===== src/sv/csch_pkg.sv =====
`timescale 1ns / 1ps
package csch_pkg;

	localparam int MAX_PROCS = 64;
	localparam int IDX_W     = $clog2(MAX_PROCS);
	localparam int CNT_W     = $clog2(MAX_PROCS + 1);

	localparam int ID_W   = 16;
	localparam int ARR_W  = 16;
	localparam int BUR_W  = 16;
	localparam int PRIO_W = 8;
	localparam int KEY_W  = 16;
	localparam int TIME_W = 24;
	localparam int MODE_W = 2;

	localparam logic [TIME_W-1:0] TIME_MAX = '1;
	localparam logic [MODE_W-1:0] MODE_RSV = 2'd3;

	typedef enum logic [MODE_W-1:0] {
		MODE_FCFS = 2'd0,
		MODE_SJF  = 2'd1,
		MODE_PRIO = 2'd2
	} mode_t;

	// one stored process record
	typedef struct packed {
		logic [ID_W-1:0]   pid;
		logic [ARR_W-1:0]  arr;
		logic [BUR_W-1:0]  bur;
		logic [PRIO_W-1:0] prio;
	} rec_t;

	// one table word arriving at the selector
	typedef struct packed {
		logic             clear;
		logic             valid;
		logic             done;
		logic [IDX_W-1:0] idx;
	} scan_beat_t;

	// selector verdict after a scan
	typedef struct packed {
		logic             found;
		logic [IDX_W-1:0] idx;
		logic [ARR_W-1:0] min_arr;
	} sel_res_t;

	function automatic logic [TIME_W-1:0] sat_add(input logic [TIME_W-1:0] a,
			input logic [TIME_W-1:0] b);
		logic [TIME_W:0] s;
		s = {1'b0, a} + {1'b0, b};
		return s[TIME_W] ? TIME_MAX : s[TIME_W-1:0];
	endfunction

	function automatic logic [TIME_W-1:0] floor_sub(input logic [TIME_W-1:0] a,
			input logic [TIME_W-1:0] b);
		return (a > b) ? (a - b) : '0;
	endfunction

endpackage


===== src/sv/csch_if.sv =====
`timescale 1ns / 1ps

interface csch_rec_if import csch_pkg::*; ();
	logic              valid;
	logic              ready;
	logic [ID_W-1:0]   process_id;
	logic [ARR_W-1:0]  arrival_time;
	logic [BUR_W-1:0]  burst_time;
	logic [PRIO_W-1:0] priority_level;
	logic              last_item;

	modport source (output valid, process_id, arrival_time, burst_time, priority_level,
		last_item, input ready);
	modport sink (input valid, process_id, arrival_time, burst_time, priority_level,
		last_item, output ready);
endinterface

interface csch_res_if import csch_pkg::*; ();
	logic              valid;
	logic              ready;
	logic [ID_W-1:0]   out_process_id;
	logic [TIME_W-1:0] completion_time;
	logic [TIME_W-1:0] turnaround_time;
	logic [TIME_W-1:0] waiting_time;
	logic [TIME_W-1:0] response_time;
	logic              last_result;

	modport source (output valid, out_process_id, completion_time, turnaround_time,
		waiting_time, response_time, last_result, input ready);
	modport sink (input valid, out_process_id, completion_time, turnaround_time,
		waiting_time, response_time, last_result, output ready);
endinterface

interface csch_cfg_if import csch_pkg::*; ();
	logic              valid;
	logic              ready;
	logic [MODE_W-1:0] data;

	modport source (output valid, data, input ready);
	modport sink (input valid, data, output ready);
endinterface


===== src/sv/csch_sel.sv =====
`timescale 1ns / 1ps
module csch_sel import csch_pkg::*; (
	input  logic              clk,
	input  logic              arst_n,
	input  mode_t             mode,
	input  logic [TIME_W-1:0] cur_time,
	input  scan_beat_t        beat,
	input  rec_t              entry,
	output sel_res_t          res
);

	logic             found_q;
	logic [IDX_W-1:0] idx_q;
	logic [KEY_W-1:0] key_q;
	logic [ARR_W-1:0] arr_q;
	logic             min_v_q;
	logic [ARR_W-1:0] min_q;

	logic [KEY_W-1:0] key_new;
	logic             is_ready;
	logic             is_better;

	always_comb begin
		unique case (mode)
			MODE_SJF:  key_new = KEY_W'(entry.bur);
			MODE_PRIO: key_new = KEY_W'(entry.prio);
			default:   key_new = KEY_W'(entry.arr);
		endcase
	end

	assign is_ready  = !beat.done && (TIME_W'(entry.arr) <= cur_time);
	// primary key, then arrival; load order wins remaining ties (strict compare)
	assign is_better = !found_q ||
		((key_new != key_q) ? (key_new < key_q) : (entry.arr < arr_q));

	always_ff @(posedge clk or negedge arst_n) begin
		if (!arst_n) begin
			found_q <= 1'b0;
			min_v_q <= 1'b0;
		end else if (beat.clear) begin
			found_q <= 1'b0;
			min_v_q <= 1'b0;
		end else if (beat.valid && !beat.done) begin
			if (is_ready && is_better) begin
				found_q <= 1'b1;
			end
			min_v_q <= 1'b1;
		end
	end

	always_ff @(posedge clk) begin
		if (beat.valid && !beat.clear && !beat.done) begin
			if (is_ready && is_better) begin
				idx_q <= beat.idx;
				key_q <= key_new;
				arr_q <= entry.arr;
			end
			// earliest pending arrival, for the idle time jump
			if (!min_v_q || entry.arr < min_q) begin
				min_q <= entry.arr;
			end
		end
	end

	assign res.found   = found_q;
	assign res.idx     = idx_q;
	assign res.min_arr = min_q;

endmodule


===== src/sv/nonpreemptive_cpu_schedule_sim_core.sv =====
`timescale 1ns / 1ps
// Load: one record word per cycle into the process table.
// Schedule: per dispatched process, one table scan (a second one when the CPU
// is idle and time jumps), then a fetch of the picked record into the result.
// The single-read-port process table sets this pace; result stalls add to it.
// Reset (arst_n low, async): table empty, time and mode zero, no result pending.
module nonpreemptive_cpu_schedule_sim_core import csch_pkg::*; (
	input logic        clk,
	input logic        arst_n,
	csch_rec_if.sink   proc_rec,
	csch_res_if.source sched_res,
	csch_cfg_if.sink   cfg
);

	typedef enum logic [4:0] {
		ST_LOAD   = 5'b00001,
		ST_SCAN   = 5'b00010,
		ST_FLUSH  = 5'b00100,
		ST_DECIDE = 5'b01000,
		ST_FETCH  = 5'b10000
	} state_t;

	state_t            st_q;
	mode_t             mode_q;
	logic [CNT_W-1:0]  cnt_q;      // records loaded in this set
	logic [CNT_W-1:0]  disp_q;     // records dispatched so far
	logic [IDX_W-1:0]  scan_addr_q;
	logic [TIME_W-1:0] time_q;
	logic [MAX_PROCS-1:0] done_q;

	// process table: one write port (load), one registered read port (scan/fetch)
	rec_t mem [MAX_PROCS];
	rec_t rd_data_q;
	logic             rd_en;
	logic [IDX_W-1:0] rd_addr;

	logic             v_s1;
	logic [IDX_W-1:0] idx_s1;

	// result register
	logic              res_valid_q;
	logic [ID_W-1:0]   pid_q;
	logic [TIME_W-1:0] comp_q;
	logic [TIME_W-1:0] tat_q;
	logic [TIME_W-1:0] wait_q;
	logic [TIME_W-1:0] resp_q;
	logic              last_q;

	scan_beat_t beat;
	sel_res_t   sel;

	logic rec_acc;
	logic wr_en;
	logic scan_last;
	logic disp_last;
	logic slot_free;
	logic res_load;
	logic scan_start;

	logic [TIME_W-1:0] start_t;
	logic [TIME_W-1:0] arr_t;
	logic [TIME_W-1:0] bur_t;
	logic [TIME_W-1:0] comp_t;
	logic [TIME_W-1:0] tat_t;

	//------------------------------------------------------------------
	// Handshakes
	//------------------------------------------------------------------
	assign proc_rec.ready = (st_q == ST_LOAD);
	assign rec_acc        = proc_rec.valid && proc_rec.ready;
	// a full table drops further records, but their last flag still counts
	assign wr_en          = rec_acc && (cnt_q < CNT_W'(MAX_PROCS));

	assign cfg.ready = 1'b1;

	always_ff @(posedge clk or negedge arst_n) begin
		if (!arst_n) begin
			mode_q <= MODE_FCFS;
		end else if (cfg.valid && cfg.ready) begin
			// reserved code behaves as first come first served
			mode_q <= (cfg.data == MODE_RSV) ? MODE_FCFS : mode_t'(cfg.data);
		end
	end

	//------------------------------------------------------------------
	// Control
	//------------------------------------------------------------------
	assign scan_last = ({1'b0, scan_addr_q} == (cnt_q - CNT_W'(1)));
	assign disp_last = ((disp_q + CNT_W'(1)) == cnt_q);
	assign slot_free = !res_valid_q || sched_res.ready;
	assign res_load  = (st_q == ST_FETCH) && slot_free;

	// selector is cleared whenever a fresh scan begins
	assign scan_start = (rec_acc && proc_rec.last_item) ||
		((st_q == ST_DECIDE) && !sel.found) ||
		(res_load && !disp_last);

	always_ff @(posedge clk or negedge arst_n) begin
		if (!arst_n) begin
			st_q        <= ST_LOAD;
			cnt_q       <= '0;
			disp_q      <= '0;
			scan_addr_q <= '0;
			time_q      <= '0;
			done_q      <= '0;
		end else begin
			unique case (st_q)
				ST_LOAD: begin
					if (wr_en) begin
						cnt_q <= cnt_q + CNT_W'(1);
					end
					if (rec_acc && proc_rec.last_item) begin
						time_q      <= '0;
						disp_q      <= '0;
						scan_addr_q <= '0;
						st_q        <= ST_SCAN;
					end
				end
				ST_SCAN: begin
					if (scan_last) begin
						st_q <= ST_FLUSH;
					end else begin
						scan_addr_q <= scan_addr_q + IDX_W'(1);
					end
				end
				ST_FLUSH: begin
					st_q <= ST_DECIDE;
				end
				ST_DECIDE: begin
					if (sel.found) begin
						st_q <= ST_FETCH;
					end else begin
						// CPU idle: jump to earliest pending arrival and rescan
						time_q      <= TIME_W'(sel.min_arr);
						scan_addr_q <= '0;
						st_q        <= ST_SCAN;
					end
				end
				ST_FETCH: begin
					if (res_load) begin
						time_q <= comp_t;
						if (disp_last) begin
							cnt_q  <= '0;
							done_q <= '0;
							st_q   <= ST_LOAD;
						end else begin
							done_q[sel.idx] <= 1'b1;
							disp_q          <= disp_q + CNT_W'(1);
							scan_addr_q     <= '0;
							st_q            <= ST_SCAN;
						end
					end
				end
				default: st_q <= ST_LOAD;
			endcase
		end
	end

	//------------------------------------------------------------------
	// Process table
	//------------------------------------------------------------------
	assign rd_en   = (st_q == ST_SCAN) || ((st_q == ST_DECIDE) && sel.found);
	assign rd_addr = (st_q == ST_SCAN) ? scan_addr_q : sel.idx;

	always_ff @(posedge clk) begin
		if (wr_en) begin
			mem[cnt_q[IDX_W-1:0]] <= '{pid: proc_rec.process_id,
				arr: proc_rec.arrival_time, bur: proc_rec.burst_time,
				prio: proc_rec.priority_level};
		end
		if (rd_en) begin
			rd_data_q <= mem[rd_addr];
		end
	end

	// scan word tag, aligned with the registered read data
	always_ff @(posedge clk or negedge arst_n) begin
		if (!arst_n) begin
			v_s1 <= 1'b0;
		end else begin
			v_s1 <= (st_q == ST_SCAN);
		end
	end

	always_ff @(posedge clk) begin
		idx_s1 <= scan_addr_q;
	end

	assign beat.clear = scan_start;
	assign beat.valid = v_s1;
	assign beat.done  = done_q[idx_s1];
	assign beat.idx   = idx_s1;

	csch_sel u_sel (
		.clk      (clk),
		.arst_n   (arst_n),
		.mode     (mode_q),
		.cur_time (time_q),
		.beat     (beat),
		.entry    (rd_data_q),
		.res      (sel)
	);

	//------------------------------------------------------------------
	// Result arithmetic (read data holds the picked record in ST_FETCH)
	//------------------------------------------------------------------
	assign start_t = time_q;
	assign arr_t   = TIME_W'(rd_data_q.arr);
	assign bur_t   = TIME_W'(rd_data_q.bur);
	assign comp_t  = sat_add(start_t, bur_t);
	assign tat_t   = floor_sub(comp_t, arr_t);

	always_ff @(posedge clk or negedge arst_n) begin
		if (!arst_n) begin
			res_valid_q <= 1'b0;
		end else if (res_load) begin
			res_valid_q <= 1'b1;
		end else if (sched_res.ready) begin
			res_valid_q <= 1'b0;
		end
	end

	always_ff @(posedge clk) begin
		if (res_load) begin
			pid_q  <= rd_data_q.pid;
			comp_q <= comp_t;
			tat_q  <= tat_t;
			wait_q <= floor_sub(tat_t, bur_t);
			resp_q <= floor_sub(start_t, arr_t);
			last_q <= disp_last;
		end
	end

	assign sched_res.valid           = res_valid_q;
	assign sched_res.out_process_id  = pid_q;
	assign sched_res.completion_time = comp_q;
	assign sched_res.turnaround_time = tat_q;
	assign sched_res.waiting_time    = wait_q;
	assign sched_res.response_time   = resp_q;
	assign sched_res.last_result     = last_q;

	//------------------------------------------------------------------
	// Assertions
	//------------------------------------------------------------------
	a_done_clear_in_load: assert property (@(posedge clk) disable iff (!arst_n)
		(st_q == ST_LOAD) |-> (done_q == '0))
		else $error("done flags not cleared between sets");

	a_disp_bound: assert property (@(posedge clk) disable iff (!arst_n)
		(st_q != ST_LOAD) |-> (disp_q < cnt_q))
		else $error("more dispatches than loaded records");

	a_pick_not_done: assert property (@(posedge clk) disable iff (!arst_n)
		res_load |-> !done_q[sel.idx])
		else $error("dispatched a finished process");

	a_time_monotonic: assert property (@(posedge clk) disable iff (!arst_n)
		((st_q != ST_LOAD) && ($past(st_q) != ST_LOAD)) |-> (time_q >= $past(time_q)))
		else $error("schedule time went backwards");

endmodule

===== src/flat_wrapper.sv =====
// flat-port wrapper written by rule: the top's interface ports become plain ports
module nonpreemptive_cpu_schedule_sim_core_flat import csch_pkg::*;
  (clk, arst_n, proc_rec_valid, proc_rec_process_id, proc_rec_arrival_time, proc_rec_burst_time, proc_rec_priority_level, proc_rec_last_item, proc_rec_ready, sched_res_valid, sched_res_out_process_id, sched_res_completion_time, sched_res_turnaround_time, sched_res_waiting_time, sched_res_response_time, sched_res_last_result, sched_res_ready, cfg_valid, cfg_data, cfg_ready);
  csch_rec_if proc_rec_i ();
  csch_res_if sched_res_i ();
  csch_cfg_if cfg_i ();
  input logic clk;
  input logic arst_n;
  input wire logic [$bits(proc_rec_i.valid)-1:0] proc_rec_valid;
  input wire logic [$bits(proc_rec_i.process_id)-1:0] proc_rec_process_id;
  input wire logic [$bits(proc_rec_i.arrival_time)-1:0] proc_rec_arrival_time;
  input wire logic [$bits(proc_rec_i.burst_time)-1:0] proc_rec_burst_time;
  input wire logic [$bits(proc_rec_i.priority_level)-1:0] proc_rec_priority_level;
  input wire logic [$bits(proc_rec_i.last_item)-1:0] proc_rec_last_item;
  output wire logic [$bits(proc_rec_i.ready)-1:0] proc_rec_ready;
  output wire logic [$bits(sched_res_i.valid)-1:0] sched_res_valid;
  output wire logic [$bits(sched_res_i.out_process_id)-1:0] sched_res_out_process_id;
  output wire logic [$bits(sched_res_i.completion_time)-1:0] sched_res_completion_time;
  output wire logic [$bits(sched_res_i.turnaround_time)-1:0] sched_res_turnaround_time;
  output wire logic [$bits(sched_res_i.waiting_time)-1:0] sched_res_waiting_time;
  output wire logic [$bits(sched_res_i.response_time)-1:0] sched_res_response_time;
  output wire logic [$bits(sched_res_i.last_result)-1:0] sched_res_last_result;
  input wire logic [$bits(sched_res_i.ready)-1:0] sched_res_ready;
  input wire logic [$bits(cfg_i.valid)-1:0] cfg_valid;
  input wire logic [$bits(cfg_i.data)-1:0] cfg_data;
  output wire logic [$bits(cfg_i.ready)-1:0] cfg_ready;
  assign proc_rec_i.valid = proc_rec_valid;
  assign proc_rec_i.process_id = proc_rec_process_id;
  assign proc_rec_i.arrival_time = proc_rec_arrival_time;
  assign proc_rec_i.burst_time = proc_rec_burst_time;
  assign proc_rec_i.priority_level = proc_rec_priority_level;
  assign proc_rec_i.last_item = proc_rec_last_item;
  assign proc_rec_ready = proc_rec_i.ready;
  assign sched_res_valid = sched_res_i.valid;
  assign sched_res_out_process_id = sched_res_i.out_process_id;
  assign sched_res_completion_time = sched_res_i.completion_time;
  assign sched_res_turnaround_time = sched_res_i.turnaround_time;
  assign sched_res_waiting_time = sched_res_i.waiting_time;
  assign sched_res_response_time = sched_res_i.response_time;
  assign sched_res_last_result = sched_res_i.last_result;
  assign sched_res_i.ready = sched_res_ready;
  assign cfg_i.valid = cfg_valid;
  assign cfg_i.data = cfg_data;
  assign cfg_ready = cfg_i.ready;
  nonpreemptive_cpu_schedule_sim_core u_core (.clk(clk), .arst_n(arst_n), .proc_rec(proc_rec_i), .sched_res(sched_res_i), .cfg(cfg_i));
endmodule

===== config.mk =====
export PLATFORM = sky130hd
export DESIGN_NAME = nonpreemptive_cpu_schedule_sim_core_flat
export DESIGN_NICKNAME = d
export VERILOG_FILES = /design/src/sv/csch_pkg.sv /design/src/sv/csch_if.sv /design/src/sv/csch_sel.sv /design/src/sv/nonpreemptive_cpu_schedule_sim_core.sv /design/src/flat_wrapper.sv
export SDC_FILE = /design/constraint.sdc
export NUM_CORES = 2
export LEC_CHECK = 0
export BUFFER_PORTS_ARGS = -buffer_cell sky130_fd_sc_hd__buf_2
export CORE_MARGIN = 1.5
export CORE_UTILIZATION = 65
export DETAILED_ROUTE_END_ITERATION = 7
export PLACE_DENSITY = 0.82
export SYNTH_ARGS = -nofsm -noshare
export SYNTH_HDL_FRONTEND = slang
export SYNTH_SLANG_ARGS = --single-unit

===== constraint.sdc =====
create_clock -name clk -period 13.83 [get_ports clk]
set_input_delay 3.4575 -clock clk [delete_from_list [all_inputs] [get_ports clk]]
set_output_delay 3.4575 -clock clk [all_outputs]
set_load 0.05 [all_outputs]

* Word-level counts from Yosys, hierarchy flattened
Memories as Yosys holds them, arrays and structs flattened. A register that Yosys moved wholly into a read port is not among the register bits. Index checks and enable logic that the tools add are counted.
Storage, ports and cells: flip-flop bits (word level) 292, bits in writable memories 3584, input port bits 64, output and inout bits 116, word-level logic and storage cells 146, memories kept 1
Memories:
- u_core.mem | depth 64, width 56, read ports 1, clocked after memory_dff 1, write ports 1, line nonpreemptive_cpu_schedule_sim_core.sv:32 | rec_t mem [MAX_PROCS];
Cells by class: add/subtract/negate cells 8, $lt $le $gt $ge 11, equality and inequality tests 19, mux-type cells 44, bitwise gates (word level) 1, reductions and logical operators 40
Operators with widths (number):
- 2-to-1 mux 24 bit | 5
- greater-than comparator 24 x 16 -> 1 bit | 3
- one-hot mux 24 bit (3 select lines) | 1
- subtractor 24 x 16 -> 24 bit | 3
- 2-to-1 mux 64 bit | 1
- OR 64 bit | 1
- less-than comparator 16 bit | 3
- 2-to-1 mux 7 bit | 6
- 2-to-1 mux 6 bit | 6
- one-hot mux 16 bit (2 select lines) | 1
- one-hot mux 7 bit (2 select lines) | 2
- adder 24 x 16 -> 25 bit | 1
- one-hot mux 5 bit (5 select lines) | 1
- less-or-equal comparator 16 x 24 -> 1 bit | 1
- one-hot mux 6 bit (4 select lines) | 1
- 2-to-1 mux 5 bit | 4
- != test 16 bit | 1
- adder 7 x 1 -> 7 bit, second input constant | 2
- less-than comparator 6 x 7 -> 1 bit, second input constant | 2
- logical AND 1 bit | 13
- 2-to-1 mux 1 bit | 12
- AND reduction 4 bit | 3
- != test 2 bit, second input constant | 5
- AND reduction 2 bit | 4
- 24 further kinds | 41

* Longest topological paths before layout
depth in word-level cells 9, mapped depth 37

* Cells and area by module
A second synthesis with hierarchy kept.
Unflattened totals: cells, all modules 8013, area, all modules 156151.0 µm²
By module, submodules not included:
- nonpreemptive_cpu_schedule_sim_core | times used 1, cells an instance 7687, area an instance 152566.3 µm², sequential area each 115747.3 µm²
- csch_sel | times used 1, cells an instance 326, area an instance 3584.7 µm², sequential area each 1671.6 µm²

* Worst setup path before layout
No wires, ideal clock.
path kind in2reg, start in sched_res_ready, end reg u_core.comp_q[0], in the netlist u_core.sched_res.completion_time[0] (enable), library setup time 521 ps, arrival time 7356 ps, required time 13309 ps, slack 5952 ps, stages 5, path through nand2b_1 -> nand2_1 -> inv_1 -> clkbuf_1 -> clkbuf_1
On the way: word-level cells in the longest chain between the ends 2
RTL lines:
- from (decl) | line flat_wrapper.sv:23 | input wire logic [$bits(sched_res_i.ready)-1:0] sched_res_ready;
- logical OR 1 bit | line nonpreemptive_cpu_schedule_sim_core.sv:90 | assign slot_free = !res_valid_q || sched_res.ready;
- logical AND 1 bit | line nonpreemptive_cpu_schedule_sim_core.sv:91 | assign res_load = (st_q == ST_FETCH) && slot_free;
- via u_core.res_load | line nonpreemptive_cpu_schedule_sim_core.sv:57 | logic res_load;
- to (signal assigned) | line nonpreemptive_cpu_schedule_sim_core.sv:226 | comp_q <= comp_t;
- to (decl) | line nonpreemptive_cpu_schedule_sim_core.sv:43 | logic [TIME_W-1:0] comp_q;
The timed path passes the listed nets, and every way through them passes these cells. A chain may end at the register's enable or synchronous reset.

* Worst setup path after layout
start reg u_core.bur_t[15] (netlist name), end reg u_core.wait_q[22], in the netlist u_core.sched_res.waiting_time[22], data pin
On the way: word-level cells in the longest chain between the ends 5, elaborated cells on any way between the ends 7
RTL lines:
- adder 24 x 16 -> 25 bit (*) | line csch_pkg.sv:51 | s = {1'b0, a} + {1'b0, b};
- 2-to-1 mux 24 bit (*) | line csch_pkg.sv:52 | return s[TIME_W] ? TIME_MAX : s[TIME_W-1:0];
- subtractor 24 x 16 -> 24 bit / greater-than comparator 24 x 16 -> 1 bit (equally long branches) | line csch_pkg.sv:57 | return (a > b) ? (a - b) : '0;
- 2-to-1 mux 24 bit (*) | line csch_pkg.sv:57
- via u_core.tat_t[2] | line nonpreemptive_cpu_schedule_sim_core.sv:64 | logic [TIME_W-1:0] tat_t;
- subtractor 24 x 16 -> 24 bit / greater-than comparator 24 x 16 -> 1 bit (equally long branches) | line csch_pkg.sv:57
- to (signal assigned) | line nonpreemptive_cpu_schedule_sim_core.sv:228 | wait_q <= floor_sub(tat_t, bur_t);
- to (decl) | line nonpreemptive_cpu_schedule_sim_core.sv:45 | logic [TIME_W-1:0] wait_q;
The timed path passes the listed nets; every way through them passes the cells marked *.

==> impl_results.html <==
<table>
<tr><th>Metric</th><th>Value</th></tr>
<tr><th colspan="2">Yosys</th></tr>
<tr><td>Netlist Area Pre-Place</td><td>0.156 mm2</td></tr>
<tr><td>Largest area contributor in the netlist</td><td>sky130_fd_sc_hd__edfxtp_1</td></tr>
<tr><td>Top-area cell type share of the netlist area</td><td>0.733</td></tr>
<tr><td>Sequential-to-total area share from yosys stat</td><td>0.753</td></tr>
<tr><td>Gate count of the mapped netlist</td><td>8138</td></tr>
<tr><td>Fraction of synthesis flops using an asynchronous set or reset pin</td><td>0.0303</td></tr>
<tr><td>Total of flip-flops plus latches after synthesis</td><td>3932</td></tr>
<tr><td>Most used DFF post-synth</td><td>sky130_fd_sc_hd__edfxtp_1</td></tr>
<tr><td>Post-synth EDFFs</td><td>3807</td></tr>
<tr><td>Mean area per synthesized cell</td><td>19.2 um2</td></tr>
<tr><td>Main area contributors after synthesis</td><td>sky130_fd_sc_hd__edfxtp_1 (73%), sky130_fd_sc_hd__mux4_2 (13%), sky130_fd_sc_hd__nand2_1 (2.5%)</td></tr>
<tr><td>Count of unique library cells instantiated by Yosys</td><td>89</td></tr>
<tr><td>Number of warnings issued by yosys</td><td>0</td></tr>
<tr><td>Synthesized Nets</td><td>8322</td></tr>
<tr><th colspan="2">Floorplanning</th></tr>
<tr><td>Placeable Area</td><td>0.238 mm2</td></tr>
<tr><td>Vert. Die Dim</td><td>493 um</td></tr>
<tr><td>Core Rows</td><td>179</td></tr>
<tr><td>Width of the die</td><td>493 um</td></tr>
<tr><td>Number of placed I/O pins</td><td>180</td></tr>
<tr><td>Initial standard-cell utilization of the core</td><td>0.654</td></tr>
<tr><td>Die area</td><td>0.243 mm2</td></tr>
<tr><th colspan="2">Cells and area</th></tr>
<tr><td>NumNets Final</td><td>8641</td></tr>
<tr><td>Synthesis-to-layout area growth</td><td>11.2%</td></tr>
<tr><td>Layout Cells excl Fill</td><td>11900</td></tr>
<tr><td>Sequential Area</td><td>0.117 mm2</td></tr>
<tr><td>Fill cells</td><td>12100</td></tr>
<tr><td>Combined area of the multi-input logic cells</td><td>0.0364 mm2</td></tr>
<tr><td>Ratio of cells with drive above 1 in the final layout</td><td>0.222</td></tr>
<tr><th colspan="2">Worst setup path</th></tr>
<tr><td>Longest individual stage delay on the worst path</td><td>650 ps</td></tr>
<tr><td>Nature of the critical path startpoint</td><td>flip-flop</td></tr>
<tr><td>Beginning of the worst register-to-register path</td><td>u_core.bur_t[15]$_DFFE_PP_</td></tr>
<tr><td>Required time worst endpoint</td><td>14560 ps</td></tr>
<tr><td>Critical register-to-register path endpoint</td><td>u_core.sched_res.waiting_time[22]$_SDFFCE_PP0P_</td></tr>
<tr><td>Register-to-register setup slack</td><td>5280 ps</td></tr>
<tr><td>Worst path arrival time</td><td>9280 ps</td></tr>
<tr><td>Capture point of the worst path</td><td>u_core.sched_res.waiting_time[22]$_SDFFCE_PP0P_</td></tr>
<tr><td>Crit path launch</td><td>u_core.bur_t[15]$_DFFE_PP_</td></tr>
<tr><td>Highest fanout seen on the critical path</td><td>25</td></tr>
<tr><td>Worst path slowest cell</td><td>sky130_fd_sc_hd__a21oi_1</td></tr>
<tr><td>R2R cell count</td><td>28</td></tr>
<tr><td>Setup CP Type</td><td>reg -&gt; reg</td></tr>
<tr><td>Endpoint type of the worst setup path</td><td>flip-flop</td></tr>
<tr><th colspan="2">Power</th></tr>
<tr><td>Switching component of the power</td><td>6840 uW</td></tr>
<tr><td>Static leakage</td><td>0.0576 uW</td></tr>
<tr><td>Power Internal</td><td>20500 uW</td></tr>
<tr><td>Net Sw Frac</td><td>0.250</td></tr>
<tr><td>Fraction of power consumed by sequential logic</td><td>0.498</td></tr>
<tr><td>Power per cell area</td><td>158 mW/mm2</td></tr>
<tr><td>Proportion of power drawn by combinational gates</td><td>0.105</td></tr>
<tr><td>Worst IR Drop VDD</td><td>138 uV</td></tr>
<tr><td>Clock share of power</td><td>0.398</td></tr>
<tr><td>Power consumption</td><td>27400 uW</td></tr>
<tr><th colspan="2">Detailed routing</th></tr>
<tr><td>WL per Instance</td><td>40.9 um</td></tr>
<tr><td>Count of TritonRoute iterations in the first routing pass</td><td>8</td></tr>
<tr><td>Vias per Instance</td><td>7.63</td></tr>
<tr><td>Post-route DRC violation count</td><td>1</td></tr>
<tr><td>Antenna viol nets, final</td><td>0</td></tr>
<tr><td>Starting DRC count in detailed routing</td><td>16500</td></tr>
<tr><td>Via count</td><td>91200</td></tr>
<tr><td>Routed wire length</td><td>488000 um</td></tr>
<tr><th colspan="2">Global route</th></tr>
<tr><td>Vias in the first global route</td><td>91500</td></tr>
<tr><td>Pin count of the biggest net entering global routing</td><td>116</td></tr>
<tr><td>Wire length of the first global-routing pass</td><td>684000 um</td></tr>
<tr><td>Overall Global Routing Usage</td><td>0.404</td></tr>
<tr><td>Total congestion overflow</td><td>0</td></tr>
<tr><td>Antenna violations before repair</td><td>39</td></tr>
<tr><th colspan="2">STA</th></tr>
<tr><td>Endpoints failing setup</td><td>0</td></tr>
<tr><td>Worst-case hold slack</td><td>423 ps</td></tr>
<tr><td>RSZ-0062 raised after global routing</td><td>false</td></tr>
<tr><td>Worst Slack Setup Final</td><td>5280 ps</td></tr>
<tr><td>Max Transition Viols Final</td><td>76</td></tr>
<tr><td>Actual transition at the worst max-transition pin</td><td>1580 ps</td></tr>
<tr><td>Final Hold Violating Endpoints</td><td>0</td></tr>
<tr><td>Achievable frequency</td><td>117 MHz</td></tr>
<tr><td>Clock Skews</td><td>86.4 ps</td></tr>
<tr><td>Worst slew margin relative to its limit</td><td>-0.0505</td></tr>
<tr><td>Post-route clock period utilization</td><td>0.618</td></tr>
<tr><td>Final min period</td><td>8550 ps</td></tr>
<tr><td>Setup TNS</td><td>0 ps</td></tr>
<tr><th colspan="2">Clock network</th></tr>
<tr><td>CTS clock-pin slew for the worst setup and hold paths</td><td>70 ps</td></tr>
<tr><td>Clock Path Buffers</td><td>4</td></tr>
<tr><td>Clock Latency Late Sink</td><td>1040 ps</td></tr>
<tr><td>Number of post-CTS setup repair buffers</td><td>0</td></tr>
<tr><td>Number of sinks on the clock net</td><td>3932</td></tr>
<tr><td>Clk root buf</td><td>sky130_fd_sc_hd__clkbuf_16</td></tr>
<tr><td>Clock buffer count from CTS</td><td>390</td></tr>
<tr><td>CTS tree</td><td>done</td></tr>
<tr><td>Number of gates resized after cts</td><td>0</td></tr>
<tr><td>CTS hold repair buffers</td><td>0</td></tr>
<tr><td>H-tree levels</td><td>5</td></tr>
<tr><th colspan="2">Min path</th></tr>
<tr><td>Hold crit path type</td><td>reg -&gt; reg</td></tr>
<tr><th colspan="2">Run</th></tr>
<tr><td>Max-capacitance violation count</td><td>3</td></tr>
<tr><th colspan="2">Placement</th></tr>
<tr><td>HPWL after DPL</td><td>240000 um</td></tr>
<tr><td>Worst setup timing slack at the placement stage</td><td>5320 ps</td></tr>
<tr><td>Post-Place Cells</td><td>11200</td></tr>
<tr><td>Number of port buffers</td><td>178</td></tr>
<tr><td>Global placer's final weighted congestion</td><td>0.901</td></tr>
<tr><th colspan="2">Status</th></tr>
<tr><td>Status</td><td>finished, violations left</td></tr>
<tr><td>Failing checks</td><td>design-rule violations, max-capacitance violations, max-slew violations</td></tr>
</table>
==> state kept, by name, indices dropped and copies added, names as in the netlist, 24 cells and up <==
register and cells:
u_core.mem 3584, u_core.done_q 64, u_core.rd_data_q 24, u_core.sched_res.completion_time 24, u_core.sched_res.response_time 24, u_core.sched_res.turnaround_time 24
u_core.sched_res.waiting_time 24, u_core.start_t 24
==> worst max-delay path, delay by kind of cell, from the launching register on <==
kind | cells | cell delay, ps
AO/OA/AOI/OAI | 11 | 3010
AND/OR/NAND/NOR | 11 | 2770
adder cells (fa/ha/maj) | 4 | 1480
flip-flops | 1 | 420
multiplexers | 1 | 370
buffers and inverters | 1 | 210
==> per-layer routing <==
metal | vias up | share of wire | track usage
li1 | 33400 | - | -
met1 | 45600 | 0.30 | 0.501
met2 | 10000 | 0.47 | 0.623
met3 | 2109 | 0.15 | 0.128
met4 | 26 | 0.077 | 0.261
met5 | - | 0.00036 | 0
==> per-stage QoR <==
| step | util | area [um2] |
|---|---|---|
| after CTS | 0.727 | 173000 |
| after global placement | 0.675 | 161000 |
| final | 0.728 | 173000 |
| after floorplan | - | 156000 |
| after detailed placement | 0.675 | 161000 |
| after global routing | 0.728 | 173000 |
==> synthesized netlist by cell type (49+ instances only) <==
master and n:
sky130_fd_sc_hd__nand2_1 1019, sky130_fd_sc_hd__a21o_1 49, sky130_fd_sc_hd__and3_1 124, sky130_fd_sc_hd__mux4_2 917
sky130_fd_sc_hd__dfrtp_1 118, sky130_fd_sc_hd__nand3_1 287, sky130_fd_sc_hd__buf_4 64, sky130_fd_sc_hd__o21ai_0 71
sky130_fd_sc_hd__a311oi_1 158, sky130_fd_sc_hd__buf_2 105, sky130_fd_sc_hd__ha_1 116, sky130_fd_sc_hd__edfxtp_1 3807
sky130_fd_sc_hd__clkbuf_1 213, sky130_fd_sc_hd__nor2_1 246, sky130_fd_sc_hd__a31oi_1 68, sky130_fd_sc_hd__a21oi_1 178
sky130_fd_sc_hd__inv_1 115
==> cell usage in the layout (no fill, tap or decap), drive strengths merged, types with 77 or more instances in the layout <==
master	instances
nand3	287
ha	116
a311oi	158
buf	372
nor2	246
nand2	1019
inv	120
a21oi	181
o21ai	77
edfxtp	3807
clkinv	149
mux4	917
clkbuf	475
and3	124
dfrtp	118
==> power by group through the flow <==
stage               Combinational, uW  Clock [uW]  Sequential (uW)
floorplan                        1620           0            13800
global placement                 2610           0            13800
detailed placement               2670           0            13800
CTS                              2780       10800            13600
global route                     2940       11200            13600
finish                           2860       10900            13600
==> final cells by class <==
type | count | area share
Antenna cell | 21 | 0.000303
Multi-Input combinational cell | 3646 | 0.210
Sequential cell | 3932 | 0.677
Timing Repair Buffer | 372 | 0.0148
Inverter | 115 | 0.00252
Clock inverter | 216 | 0.0140
Tap cell | 3167 | 0.0229
Clock buffer | 475 | 0.0587
==> how the worst min path moves through the flow <==
stage | startpoint | end | slack [ps] | cells after the start
after global routing | u_core.rd_data_q[47]$_DFFE_PP_ | u_core.sched_res.out_process_id[7]$_DFFE_PP_ | 430 | 0
after floorplan | u_core.scan_addr_q[5]$_DFFE_PN0P_ | u_core.idx_s1[5]$_DFF_P_ | 350 | 0
after CTS | u_core.rd_data_q[47]$_DFFE_PP_ | u_core.sched_res.out_process_id[7]$_DFFE_PP_ | 420 | 0
after global placement | u_core.rd_data_q[41]$_DFFE_PP_ | u_core.sched_res.out_process_id[1]$_DFFE_PP_ | 400 | 0
final | u_core.rd_data_q[49]$_DFFE_PP_ | u_core.sched_res.out_process_id[9]$_DFFE_PP_ | 420 | 0
after detailed placement | u_core.rd_data_q[50]$_DFFE_PP_ | u_core.sched_res.out_process_id[10]$_DFFE_PP_ | 410 | 0
==> kinds of logic (layout without fill, tap and decap cells) <==
kind of cell    after synthesis  in the layout  synth area share
mux                         936            936             0.134
simple gates               1857           1857            0.0521
other cells                   1             22         0.0000240
xor+xnor                     79             79           0.00444
fa+ha+maj                   120            120           0.00982
flops                      3932           3932             0.753
compound gates              653            653            0.0288
buf+inv                     560           1178            0.0179
No activity file was read; power rests on OpenSTA's default activity.
